`src/rtl/rmae_pkg.sv`:
```
`default_nettype none
package rmae_pkg;

	// Stream payload widths.
	localparam int S_DATA_W = 120;
	localparam int S_USER_W = 2;
	localparam int M_DATA_W = 40;
	localparam int M_USER_W = 4;

	// Shared serial divider sizes.
	localparam int DIV_W = 64;
	localparam int DSR_W = 25;
	localparam int DIV_CNT_W = 6;

	// Interval floor and ms to ns scale.
	localparam logic [15:0] MIN_IVL_MS = 16'd50;
	localparam logic [19:0] NS_PER_MS = 20'd1000000;

	// Configuration register indexes.
	localparam logic [2:0] REG_ROI0 = 3'd0;
	localparam logic [2:0] REG_ROI1 = 3'd1;
	localparam logic [2:0] REG_TARGET = 3'd2;
	localparam logic [2:0] REG_DEADBAND = 3'd3;
	localparam logic [2:0] REG_GAIN = 3'd4;
	localparam logic [2:0] REG_EXP_MIN = 3'd5;
	localparam logic [2:0] REG_EXP_MAX = 3'd6;
	localparam logic [2:0] REG_INTERVAL = 3'd7;

	// Result status codes.
	typedef enum logic [2:0] {
		ST_NOT_ALLOWED = 3'd0,
		ST_TOO_SOON    = 3'd1,
		ST_EMPTY       = 3'd2,
		ST_DEADBAND    = 3'd3,
		ST_ADJUSTED    = 3'd4,
		ST_LOADED      = 3'd5
	} status_t;

	// Controller to datapath commands.
	typedef struct packed {
		logic    take;
		logic    tmul;
		logic    div_start;
		logic    div_sel;
		logic    mag;
		logic    emul;
		logic    pmul;
		logic    pmul_hi;
		logic    upd;
		logic    out_load;
		status_t out_status;
	} cmd_t;

	// Datapath to controller status.
	typedef struct packed {
		logic in_ignore;
		logic in_load;
		logic in_last;
		logic allowed;
		logic too_soon;
		logic empty;
		logic deadband;
		logic div_done;
		logic out_free;
	} sts_t;

endpackage
`default_nettype wire

```
`src/rtl/rmae_ctrl.sv`:
```
`default_nettype none
module rmae_ctrl (
	input  logic           clk,
	input  logic           arst_n,
	input  logic           s_tvalid,
	output logic           s_tready,
	output rmae_pkg::cmd_t cmd,
	input  rmae_pkg::sts_t sts
);
	import rmae_pkg::*;

	typedef enum logic [11:0] {
		S_IDLE  = 12'b000000000001,
		S_TMUL  = 12'b000000000010,
		S_TCMP  = 12'b000000000100,
		S_MDIV  = 12'b000000001000,
		S_MAG   = 12'b000000010000,
		S_EMUL  = 12'b000000100000,
		S_PMUL0 = 12'b000001000000,
		S_PMUL1 = 12'b000010000000,
		S_RND   = 12'b000100000000,
		S_QDIV  = 12'b001000000000,
		S_UPD   = 12'b010000000000,
		S_RES   = 12'b100000000000
	} state_t;

	state_t  state_q, state_n;
	status_t status_q, status_n;

	always_ff @(posedge clk or negedge arst_n) begin
		if (!arst_n) begin
			state_q  <= S_IDLE;
			status_q <= ST_NOT_ALLOWED;
		end else begin
			state_q  <= state_n;
			status_q <= status_n;
		end
	end

	// Sequencing of the frame-end checks and the exposure update.
	always_comb begin
		state_n        = state_q;
		status_n       = status_q;
		cmd            = '0;
		cmd.out_status = status_q;
		s_tready       = state_q == S_IDLE;
		case (state_q)
			S_IDLE: begin
				if (s_tvalid) begin
					cmd.take = 1'b1;
					if (sts.in_ignore) begin
						state_n = S_IDLE;
					end else if (sts.in_load) begin
						status_n = ST_LOADED;
						state_n  = S_RES;
					end else if (sts.in_last) begin
						state_n = S_TMUL;
					end
				end
			end
			S_TMUL: begin
				cmd.tmul = 1'b1;
				if (!sts.allowed) begin
					status_n = ST_NOT_ALLOWED;
					state_n  = S_RES;
				end else begin
					state_n = S_TCMP;
				end
			end
			S_TCMP: begin
				if (sts.too_soon) begin
					status_n = ST_TOO_SOON;
					state_n  = S_RES;
				end else if (sts.empty) begin
					status_n = ST_EMPTY;
					state_n  = S_RES;
				end else begin
					cmd.div_start = 1'b1;
					state_n       = S_MDIV;
				end
			end
			S_MDIV: begin
				if (sts.div_done) state_n = S_MAG;
			end
			S_MAG: begin
				cmd.mag = 1'b1;
				if (sts.deadband) begin
					status_n = ST_DEADBAND;
					state_n  = S_RES;
				end else begin
					state_n = S_EMUL;
				end
			end
			S_EMUL: begin
				cmd.emul = 1'b1;
				state_n  = S_PMUL0;
			end
			S_PMUL0: begin
				cmd.pmul = 1'b1;
				state_n  = S_PMUL1;
			end
			S_PMUL1: begin
				cmd.pmul    = 1'b1;
				cmd.pmul_hi = 1'b1;
				state_n     = S_RND;
			end
			S_RND: begin
				cmd.div_start = 1'b1;
				cmd.div_sel   = 1'b1;
				state_n       = S_QDIV;
			end
			S_QDIV: begin
				cmd.div_sel = 1'b1;
				if (sts.div_done) state_n = S_UPD;
			end
			S_UPD: begin
				cmd.div_sel = 1'b1;
				cmd.upd     = 1'b1;
				status_n    = ST_ADJUSTED;
				state_n     = S_RES;
			end
			S_RES: begin
				if (sts.out_free) begin
					cmd.out_load = 1'b1;
					state_n      = S_IDLE;
				end
			end
			default: state_n = S_IDLE;
		endcase
	end

endmodule
`default_nettype wire

```
`config.mk`:
```
export PLATFORM = sky130hd
export DESIGN_NAME = rmae_ctrl
export DESIGN_NICKNAME = d
export VERILOG_FILES = /design/src/rtl/rmae_pkg.sv /design/src/rtl/rmae_ctrl.sv
export SDC_FILE = /design/constraint.sdc
export NUM_CORES = 1
export LEC_CHECK = 0
export ABC_AREA = 1
export BUFFER_PORTS_ARGS = -buffer_cell sky130_fd_sc_hd__buf_2
export CELL_PAD_IN_SITES_DETAIL_PLACEMENT = 0
export CELL_PAD_IN_SITES_GLOBAL_PLACEMENT = 2
export CORE_ASPECT_RATIO = 0.75
export CORE_UTILIZATION = 31
export DETAILED_ROUTE_END_ITERATION = 10
export GPL_TIMING_DRIVEN = 0
export PLACE_DENSITY = 0.91
export SYNTH_ARGS = -nofsm -noshare
export SYNTH_HDL_FRONTEND = slang
export SYNTH_SLANG_ARGS = --single-unit
```
`constraint.sdc`:
```
create_clock -name clk -period 3.05 [get_ports clk]
set_input_delay 0.61 -clock clk [delete_from_list [all_inputs] [get_ports clk]]
set_output_delay 0.61 -clock clk [all_outputs]
set_load 0.02 [all_outputs]
```
=== Yosys cells after proc, flatten, opt, wreduce, memory -nomap -nowiden ===
Index checks and enable logic that the tools add are counted.
W data, S select, Z words.

* Equality and inequality tests: 22
* Multiplexer cells: 34
* Reductions and logical operators: 5

{| class="wikitable"
|+ Operators by type and width
! kind !! number
|-
| $pmux W12 S12 || 1
|-
| $mux W12 || 11
|-
| $mux W3 || 7
|-
| $pmux W3 S5 || 1
|-
| $ne A2 B2 Y1 const B || 7
|-
| $mux W1 || 13
|-
| $eq A12 B1 Y1 const B || 1
|-
| $eq A12 B10 Y1 const B || 1
|-
| $eq A12 B11 Y1 const B || 1
|-
| $eq A12 B12 Y1 const B || 1
|-
| $eq A12 B2 Y1 const B || 1
|-
| $eq A12 B3 Y1 const B || 1
|-
| $eq A12 B4 Y1 const B || 1
|-
| $eq A12 B5 Y1 const B || 1
|-
| $eq A12 B6 Y1 const B || 1
|-
| $eq A12 B7 Y1 const B || 1
|-
| $eq A12 B8 Y1 const B || 1
|-
| $eq A12 B9 Y1 const B || 1
|-
| $reduce_and A7 Y1 || 1
|-
| $reduce_and A5 Y1 || 1
|-
| $reduce_bool A5 Y1 || 1
|-
| $ne A4 B1 Y1 const B || 1
|-
| $ne A3 B3 Y1 const B || 1
|-
| $reduce_or A3 Y1 || 1
|-
| 3 further kinds || 3
|}

* Bits in registers: 15
* Input bits: 12
* Output and inout port bits: 14

=== Longest topological paths before layout ===
Gate-level depths: netlist (run 1).

* Depth in word-level cells: 5
* Gate-level depth with buffers: 11
* Gate-level depth less buffers: 11

=== Least setup slack after synthesis (run 1) ===
No wires, ideal clock.

* Path kind: register to output
* Start: register state_q[9]
* End: output port cmd[10] in the netlist's numbering
* Arrival: 1,264 ps
* Data required time: 2,440 ps
* Path slack: 1,176 ps
* Cell stages (with the launch flop): 9
* Cells stage by stage: dfrtp_1 nor2_2 nand2_4 nor2_8 and2_4 nand2_4 nor2_8 inv_1 nand2_1

{| class="wikitable"
|+ RTL lines
! item !! line !! RTL
|-
| from (decl) || rmae_ctrl.sv:27 || <nowiki>state_t state_q, state_n;</nowiki>
|-
| from (signal assigned) || rmae_ctrl.sv:35 || <nowiki>state_q <= state_n;</nowiki>
|-
| to (decl) || rmae_ctrl.sv:7 || <nowiki>output rmae_pkg::cmd_t cmd,</nowiki>
|}

==> results of run 1 <==
-- worst max path at each step --
stage | from | endpoint | depth (start not counted)
3_5_place_dp | state_q[9] | cmd[10] | 9
4_1_cts | state_q[9] | cmd[10] | 9
2_1_floorplan | state_q[9] | cmd[10] | 8
6_report | state_q[9] | cmd[10] | 9
3_3_place_gp | state_q[9] | cmd[10] | 9
5_1_grt | state_q[10] | cmd[10] | 9
-- worst max-delay path: stages (launching register included) --
cell	delay (ns)
dfrtp_1	0.41
nor2_2	0.16
nand2_4	0.10
nor2_8	0.14
and2_4	0.17
nand2_4	0.06
nor2_8	0.09
inv_1	0.07
nand2_1	0.06
buf_2	0.16
-- cells in the final DEF (no fill, tap or decap) --
cell type / instances
nor2_8: 2
nor2_1: 18
clkbuf_8: 3
and3_1: 1
nor2_4: 4
dfrtp_1: 14
nand3_2: 2
o21ai_1: 4
nand3b_1: 3
o21ai_0: 1
and2_4: 2
nand3_1: 9
dfstp_2: 1
clkbuf_1: 1
nand2_4: 4
inv_1: 25
nand2_2: 5
nand2_1: 44
buf_2: 25
nor2_2: 5
nor3_1: 6
nand4_2: 1
inv_2: 7
-- state kept, by name, indices dropped and copies added, names as in the netlist --
register	count
status_q	3
state_q	12
-- metrics by stage --
stage	hold WS [ns]	setup slack (ns)	power [W]	utilization
6_report	0.267	0.785	0.000873	0.396
5_1_grt	0.280	0.653	0.000948	0.396
4_1_cts	0.272	0.756	0.000886	0.396
3_5_place_dp	0.454	1.03	0.000717	0.383
3_3_place_gp	0.450	1.04	0.000708	0.383
2_1_floorplan	0.314	1.18	0.000604	-
-- metal layers --
metal / vias to the layer above / share of wire / global-route usage
met2: 16 / 0.42 / 0.223
met5: - / 0 / 0
met3: 2 / 0.036 / 0.0449
met1: 457 / 0.53 / 0.198
met4: 0 / 0.0041 / 0.0400
li1: 538 / - / -
-- cells by family (layout without fill, tap and decap cells) --
logic type / count (synthesis) / count (layout) / share of synthesized area
AND/OR/NAND/NOR: 106 / 106 / 0.526
buffers and inverters: 32 / 61 / 0.109
flip-flops: 15 / 15 / 0.342
AO/OA/AOI/OAI: 5 / 5 / 0.0227
-- report_power, final --
part / total [W] / switching, W / internal (W)
registers: 0.000253 / 0.0000197 / 0.000234
clock network: 0.000164 / 0.0000718 / 0.0000926
logic: 0.000455 / 0.000305 / 0.000150
-- cell type report --
| type | instances | share of cell area |
|---|---|---|
| inverter | 32 | 0.0909 |
| multi-input combinational | 111 | 0.457 |
| sequential | 15 | 0.285 |
| tap | 40 | 0.0379 |
| timing repair buffer | 25 | 0.0947 |
| clock buffer | 4 | 0.0341 |
==> results.json, run 1 <==
{
  "max_freq_mhz": 441,
  "antenna_found_initial": 0,
  "cts_resized": 0,
  "placed_cell_area_um2": 1280,
  "finalCritPeriodShare": 0.743,
  "initial_core_util": 0.330,
  "antenna_cells": 0,
  "worstSetupEndpointType": "output port",
  "setup_viol": 0,
  "grt_usage": 0.145,
  "clkSinkCount": 15,
  "critPathKind": "reg -> out",
  "synthTopCellsByArea": "dfrtp_1, nand2_1, inv_1",
  "timing.final.crit_period_ns": 2.27,
  "tightest_slew_ns": 0.374,
  "syn_inst": 158,
  "power_density_nw_per_um2": 660,
  "synth_top_cell_by_area": "dfrtp_1",
  "clk_latency_ns": 0.25,
  "antenna_left": 0,
  "setup_tns_ns": 0,
  "wl_mm": 2.45,
  "grt.overflow.total": 0,
  "r2r_start": "state_q[0]",
  "cts_made_buffers": 3,
  "ys_ff_latch": 15,
  "synth_warnings": 0,
  "cp_max_fo": 6,
  "multi_input_area_um2": 604,
  "rr_worst_depth": 9,
  "regToRegEndpoint": "state_q[1]",
  "clk_pin_slew_ns": 0.06,
  "outcome": "complete, no violations",
  "vias": 1013,
  "syn_to_final_growth_pct": 20.0,
  "grt_pass1_wl_mm": 4.00,
  "drt_iter0_drc": 25,
  "vdd_drop_max_mv": 0.215,
  "rrSetupSlack_ns": 1.48,
  "rsz0062_at_grt": "no",
  "synth_common_cells": "nand2_1, inv_1, nor2_1",
  "die_h_um": 53.6,
  "die_area_um2": 3800,
  "avgSynthCellArea_um2": 6.97,
  "maxCapViolCount": 0,
  "async_flop_share": 1.00,
  "startpoint_type": "flip-flop",
  "leakage_nw": 0.820,
  "die_w_um": 70.8,
  "fin_area_um2": 1320,
  "clockBufferDepth": 2,
  "report.final.hold_viol_count": 0,
  "avgRoutedWirePerCell_um": 10.8,
  "syn-num-nets": 170,
  "cp.required_ns": 2.44,
  "postCtsSetupRepairBufs": 0,
  "finalMaxSlewViolations": 0,
  "relSlewSlack": 0.751,
  "port_buffers": 25,
  "postCtsHoldBufs": 0,
  "crit_arrival_ns": 1.66,
  "finClkSkew_ns": 0.00399,
  "syn-cell-area_um2": 1100,
  "place_inst": 223,
  "drive_above_1_share": 0.326,
  "avgViaCountPerCell": 4.46,
  "rows": 18,
  "gp_congestion": 0.752,
  "drc": 0,
  "first_pass_iters": 6,
  "ios": 26,
  "grt_pass1_vias": 884,
  "synth_ff_type": "dfrtp_1",
  "yosys.area.top_type_share": 0.318,
  "hpwl_mm": 2.03,
  "yosysSeqAreaShare": 0.342,
  "cts.root.buffer_cell": "clkbuf_8",
  "synth_cell_types": 20,
  "htreeDepth": 1,
  "synth_edf_count": 0,
  "seqCellArea_um2": 377,
  "hp-class": "in -> async",
  "cts_tree": "built",
  "core_um2": 3330,
  "fin_nets": 200,
  "synthMostInstantiatedCell": "nand2_1",
  "finalNonFillerCells": 227,
  "grt_max_degree": 16,
  "fillers": 390
}
No activity file was read; power rests on OpenSTA's default activity.
==> inputs of run 2 (changes only) <==
- ABC_AREA: 1 -> 0
- PLACE_DENSITY: 0.91 -> 0.85
- clock period: 3.05 -> 2.1 ns (I/O delays scaled with it)
==> run 2 against run 1 <==
The flow now finishes with violations (negative setup slack). Synthesized cell count shrank 29%. Worst hold slack lost 0.19 ns. Non-clock buffer count increased by 34. Clock skew is 0.0014 ns lower. Flip-flop and latch count unchanged. Clock-buffer cell count stayed put. Critical path type unchanged. Largest cell class unchanged. Total power up 86%. Critical endpoint is now cmd[5].
==> results.json, run 2 <==
{
  "synthMostInstantiatedCell": "dfrtp_1",
  "syn_inst": 112,
  "avgSynthCellArea_um2": 9.24,
  "rsz0062_at_grt": "yes",
  "placed_cell_area_um2": 1250,
  "synth_cell_types": 45,
  "syn_to_final_growth_pct": 69.0,
  "cp_cell_sequence": "or4_4, or4_4, nor3b_4, buf_6",
  "finalNonFillerCells": 206,
  "report.final.hold_viol_count": 0,
  "finalMaxSlewViolations": 0,
  "finalCritPeriodShare": 1.20,
  "rows": 17,
  "postCtsHoldBufs": 0,
  "fillers": 292,
  "top_register": "state_q",
  "synth_ff_type": "dfrtp_1",
  "cp_max_fo": 4,
  "worstSetupEndpointType": "output port",
  "vias": 1093,
  "die_area_um2": 3580,
  "max_freq_mhz": 397,
  "port_buffers": 25,
  "path_common_cell": "or4_4",
  "synth_warnings": 0,
  "syn-cell-area_um2": 1030,
  "vdd_drop_max_mv": 0.614,
  "grt_usage": 0.169,
  "finClkSkew_ns": 0.00263,
  "synth_top_cell_by_area": "dfrtp_1",
  "critPathKind": "reg -> out",
  "route.met2.wl_mm": 1.39,
  "yosysSeqAreaShare": 0.364,
  "violations": "negative setup slack",
  "synthTopCellsByArea": "dfrtp_1, nor2_1, o21ai_0",
  "hpwl_mm": 1.93,
  "clk_latency_ns": 0.25,
  "antenna_found_initial": 0,
  "layout_common_cells": "buf_4, buf_6, buf_2, nor2_1, dfrtp_1",
  "tightest_slew_ns": 0.453,
  "ios": 26,
  "drive_above_1_share": 0.589,
  "drc": 0,
  "avgRoutedWirePerCell_um": 14.8,
  "antenna_left": 0,
  "hp-class": "in -> async",
  "cpLargestDelayFamily": "simple AND/OR/NAND/NOR gates",
  "drt_iter0_drc": 36,
  "wl_mm": 3.04,
  "setup_ws_ns": -0.418,
  "dpl_worst_slack_ns": -0.241,
  "route.met3.wl_um": 168,
  "wirelength_met1_mm": 1.47,
  "synth_edf_count": 0,
  "syn-num-nets": 124,
  "cp_num_buf_inv": 1,
  "final_common_cell": "buf_4",
  "synth_common_cells": "dfrtp_1, nor2_1, o21ai_0",
  "gp_congestion": 0.776,
  "grt.overflow.total": 0,
  "yosys.area.top_type_share": 0.339,
  "seqCellArea_um2": 383,
  "largest_reg_flops": 12,
  "cts_tree": "built",
  "cts.root.buffer_cell": "clkbuf_8",
  "die_h_um": 52.0,
  "first_pass_iters": 4,
  "cp_slowest_cell": "or4_4",
  "cp.required_ns": 1.68,
  "htreeDepth": 1,
  "leakage_nw": 0.780,
  "core_um2": 3060,
  "avgViaCountPerCell": 5.31,
  "fin_nets": 181,
  "startpoint_type": "flip-flop",
  "initial_core_util": 0.338,
  "async_flop_share": 1.00,
  "maxCapViolCount": 0,
  "die_w_um": 68.7,
  "clockBufferDepth": 2,
  "relSlewSlack": 0.696,
  "multi_input_area_um2": 792,
  "clkSinkCount": 15,
  "ys_ff_latch": 15,
  "grt_max_degree": 16,
  "critPathMaxStageDelay_ns": 0.55,
  "top_regs": "state_q (12), status_q (3)",
  "fin_area_um2": 1750,
  "timing.final.crit_period_ns": 2.52,
  "setup_viol": 16,
  "outcome": "complete, but fails checks",
  "power_density_nw_per_um2": 925,
  "grt_pass1_vias": 957,
  "crit_arrival_ns": 2.10,
  "top_layer": "met4",
  "cts_made_buffers": 3,
  "clk_pin_slew_ns": 0.06,
  "place_inst": 175,
  "grt_pass1_wl_mm": 4.36,
  "antenna_cells": 0
}
==> run 2: power breakdown <==
part | leakage [nW] | internal [W] | total [W] | switching (W)
logic | 0.571 | 0.000494 | 0.00101 | 0.000512
registers | 0.186 | 0.000331 | 0.000375 | 0.0000437
clock network | 0.0228 | 0.000135 | 0.000238 | 0.000104
==> run 2: worst register-to-register path, cell delays in order, from the launching register on <==
cell and delay, ns:
dfrtp_1 0.40, or4_4 0.56, buf_6 0.14, buf_4 0.12
nor4_2 0.30, a41oi_1 0.14, o211ai_4 0.16, mux2_4 0.32
==> run 2: layout make-up <==
class	instances	area share
Tap cell	38	0.0272
Inverter	4	0.00858
Timing Repair Buffer	57	0.261
Sequential cell	15	0.219
Multi-Input combinational cell	86	0.453
Buffer	2	0.00572
Clock buffer	4	0.0258
==> run 2: worst paths after layout <==
path,startpoint,endpoint,slack [ns],cells past startpoint
worst min register to register,status_q[2],status_q[2],0.51,1
max in group asynchronous,arst_n,state_q[0],1.72,1
worst max-delay path,state_q[3],cmd[5],-0.42,4
worst max register to register,state_q[11],status_q[2],-0.16,7
worst min-delay path,arst_n,state_q[6],0.07,1
min in group clk,sts[2],state_q[5],0.34,2
==> run 2: cell families after synthesis <==
group / after synthesis / share of synthesized area
and+or+nand+nor: 60 / 0.391
AOI/OAI and AO/OA: 19 / 0.132
DFF: 15 / 0.364
buffers and inverters: 11 / 0.0472
xor gates and xnor gates: 4 / 0.0339
muxes: 3 / 0.0326
==> run 2: what timing repair did <==
| action | CTS | global route |
|---|---|---|
| pin swaps | 13 | 17 |
| resized for setup | 34 | 30 |
| endpoints found under the setup margin | 19 | 20 |
| gates cloned | 0 | 0 |
| setup buffers | 17 | 19 |
==> run 2: metal layers <==
metal | GRT usage | vias up
met3 | 0.0504 | 2
met1 | 0.229 | 530
met2 | 0.273 | 29
met5 | 0 | -
li1 | - | 532
met4 | 0.0102 | 0
==> run 2: through the flow <==
stage               setup TNS [ns]   util  hold slack [ns]  total power [W]
detailed placement           -2.08  0.408            0.350         0.000959
finish                       -2.66  0.571           0.0732          0.00162
floorplan                   -0.185      -            0.124         0.000815
global placement             -1.72  0.408            0.348         0.000954
CTS                          -2.34  0.500           0.0817          0.00140
global route                 -4.00  0.571           0.0935          0.00170
==> inputs of run 3 (changes only) <==
- CELL_PAD_IN_SITES_DETAIL_PLACEMENT: 0 -> not set
- CELL_PAD_IN_SITES_GLOBAL_PLACEMENT: 2 -> not set
- CORE_UTILIZATION: 31 -> 52
- GPL_TIMING_DRIVEN: 0 -> not set
==> run 3 against run 2 <==
The run now fails in global routing (5_1_grt). Synthesized area did not move. Synthesized cell count did not move.
==> results.json, run 3 <==
{
  "cts.root.buffer_cell": "clkbuf_4",
  "synth_cell_types": 45,
  "syn-num-nets": 124,
  "avgSynthCellArea_um2": 9.24,
  "die_h_um": 40.6,
  "ios": 26,
  "rows": 13,
  "htreeDepth": 1,
  "initial_core_util": 0.573,
  "hpwl_mm": 2.11,
  "synth_top_cell_by_area": "dfrtp_1",
  "grt-worst-endpoint": "cmd[5]",
  "synth_edf_count": 0,
  "worst-ep-kind": "top-level output",
  "outcome": "stopped before the end",
  "synthTopCellsByArea": "dfrtp_1, nor2_1, o21ai_0",
  "syn-cell-area_um2": 1030,
  "die_w_um": 53.5,
  "syn_inst": 112,
  "synth_warnings": 0,
  "yosys.area.top_type_share": 0.339,
  "yosysSeqAreaShare": 0.364,
  "clkSinkCount": 15,
  "cts_made_buffers": 3,
  "async_flop_share": 1.00,
  "ys_ff_latch": 15,
  "port_buffers": 25,
  "firstError": "[ERROR DPL-0038] Utilization greater than 100%, impossible to legalize",
  "synth_ff_type": "dfrtp_1",
  "grt_max_degree": 16,
  "clockBufferDepth": 2,
  "gp_congestion": 0.874,
  "synthMostInstantiatedCell": "dfrtp_1",
  "synth_common_cells": "dfrtp_1, nor2_1, o21ai_0",
  "lastStage": "global routing (5_1_grt)",
  "postCtsHoldBufs": 0
}
-- run 3: cell counts after synthesis --
No cell type changed its count.
-- run 3: metrics by stage --
step	hold WS [ns]	setup WS, ns	std cells	area (um2)
2_1_floorplan	0.124	-0.153	112	1080
3_5_place_dp	0.342	-0.142	174	1350
3_3_place_gp	0.339	-0.0890	174	1350
4_1_cts	0.0314	-0.410	189	1630
-- run 3: cells by family after synthesis --
kind of cell,Yosys count,share of synthesized area
simple gates,60,0.391
compound gates,19,0.132
flops,15,0.364
buf+inv,11,0.0472
xor+xnor,4,0.0339
mux,3,0.0326
-- run 3: what timing repair did --
action,CTS
resized for setup,42
buffers inserted,13
pin swaps,10
endpoints found under the setup margin,14
hold endpoints to repair,0
==> inputs of run 4 (changes only) <==
- CORE_AREA: not set -> 2 2 63 65
- CORE_ASPECT_RATIO: 0.75 -> not set
- CORE_UTILIZATION: 52 -> not set
- DIE_AREA: not set -> 0 0 65 67
- PLACE_DENSITY: 0.85 -> not set
- PLACE_DENSITY_LB_ADDON: not set -> 0.15
==> run 4 against run 3 <==
The flow now finishes, with violations (negative setup slack).
==> results.json, run 4 (synthesis results as in run 2) <==
{
  "r2r_start": "state_q[9]",
  "setup_viol": 10,
  "gp_congestion": 0.786,
  "avgRoutedWirePerCell_um": 13.9,
  "timing.final.crit_period_ns": 2.47,
  "grt_pass1_vias": 1074,
  "layout_common_cells": "buf_4, buf_6, buf_2, dfrtp_1, nor2_1",
  "first_pass_iters": 4,
  "wl_mm": 3.17,
  "final_core_util": 0.536,
  "top_regs": "state_q (12), status_q (3)",
  "grt_max_degree": 16,
  "drt_iter0_drc": 43,
  "fin_nets": 193,
  "setup_ws_ns": -0.366,
  "dpl_worst_slack_ns": -0.109,
  "crit_arrival_ns": 2.05,
  "power_density_nw_per_um2": 944,
  "clk_pin_slew_ns": 0.07,
  "drive_above_1_share": 0.628,
  "regToRegEndpoint": "status_q[2]",
  "core_um2": 3610,
  "rr_worst_depth": 8,
  "outcome": "complete, but fails checks",
  "crit_end": "cmd[5]",
  "clockBufferDepth": 2,
  "rsz0062_at_grt": "yes",
  "antenna_found_initial": 0,
  "hp-class": "in -> async",
  "startpoint_type": "flip-flop",
  "holdWs_ns": 0.0560,
  "cts.root.buffer_cell": "clkbuf_8",
  "top_register": "state_q",
  "finalMaxSlewViolations": 0,
  "path_common_cell": "or4_4",
  "leakage_nw": 0.861,
  "rows": 22,
  "syn_to_final_growth_pct": 86.9,
  "tightest_slew_ns": 0.379,
  "final_common_cell": "buf_4",
  "die_area_um2": 4360,
  "relSlewSlack": 0.745,
  "hpwl_mm": 2.31,
  "critPathMaxStageDelay_ns": 0.54,
  "rrSetupSlack_ns": -0.04,
  "drc": 0,
  "maxCapViolCount": 0,
  "grt_usage": 0.158,
  "fin_total_pwr_w": 0.00183,
  "grt.overflow.total": 0,
  "die_h_um": 67,
  "finalCritPeriodShare": 1.17,
  "cp_slowest_cell": "or4_4",
  "initial_core_util": 0.287,
  "worstSetupEndpointType": "output port",
  "max_freq_mhz": 406,
  "cp_max_fo": 3,
  "vdd_drop_max_mv": 0.650,
  "die_w_um": 65,
  "htreeDepth": 1,
  "critPathKind": "reg -> out",
  "report.final.hold_viol_count": 0,
  "cp.required_ns": 1.68,
  "antenna_left": 0,
  "largest_reg_flops": 12,
  "fin_area_um2": 1930,
  "violations": "negative setup slack",
  "clk_latency_ns": 0.25,
  "grt_pass1_wl_mm": 5.05,
  "cp_cell_sequence": "or4_4, or4_4, nor3b_4, buf_6",
  "cts_tree": "built",
  "finClkSkew_ns": 0.00870,
  "crit_start": "state_q[0]",
  "clkSinkCount": 15,
  "ios": 26,
  "avgViaCountPerCell": 4.96,
  "antenna_cells": 0,
  "vias": 1132,
  "port_buffers": 25,
  "placed_cell_area_um2": 1420,
  "cts_made_buffers": 3
}
[run 4: worst min-delay path by stage]
stage,start,endpoint,slack [ns],cells after the start
2_1_floorplan,arst_n,state_q[10],0.12,0
3_3_place_gp,arst_n,state_q[7],0.34,1
3_5_place_dp,arst_n,state_q[7],0.35,1
4_1_cts,arst_n,state_q[7],0.07,1
5_1_grt,arst_n,state_q[7],0.08,1
6_report,arst_n,state_q[6],0.06,1
[run 4: final cells by class]
type	instances	area [um2]
tap	48	60.1
multi-input combinational	86	848
clock buffer	3	41.3
fill	337	1670
inverter	4	17.5
clock inverter	1	5.00
sequential	15	378
timing repair buffer	71	584
[run 4: metrics by stage]
| stage | cells | TNS [ns] |
|---|---|---|
| 4_1_cts | 226 | -2.17 |
| 2_1_floorplan | 112 | -0.185 |
| 5_1_grt | 228 | -2.47 |
| 6_report | 228 | -1.60 |
| 3_5_place_dp | 205 | -0.312 |
| 3_3_place_gp | 205 | -0.323 |
[run 4: report_power, final]
| group | switching (W) | internal, W | leakage, nW |
|---|---|---|---|
| sequential | 0.0000203 | 0.000329 | 0.193 |
| combinational | 0.000595 | 0.000640 | 0.643 |
| clock | 0.000110 | 0.000132 | 0.0255 |
| total | 0.000725 | 0.00110 | 0.861 |
[run 4: timing repair]
item                       4_1_cts  5_1_grt
pin swaps                       11       11
setup endpoints to repair       13       20
hold buffers                     0        0
gates resized for setup         50       27
buffers inserted                17        8
[run 4: metal layers]
| layer | wire, um | track usage |
|---|---|---|
| met5 | 0 | 0 |
| met4 | 42 | 0.0559 |
| met2 | 1580 | 0.269 |
| met3 | 146 | 0.0304 |
| met1 | 1410 | 0.198 |
[run 4: critical path: cells and delay by family, from the launching register on]
family	cells	cell delay, ns
buf+inv	1	0.14
simple gates	3	1.27
flops	1	0.38
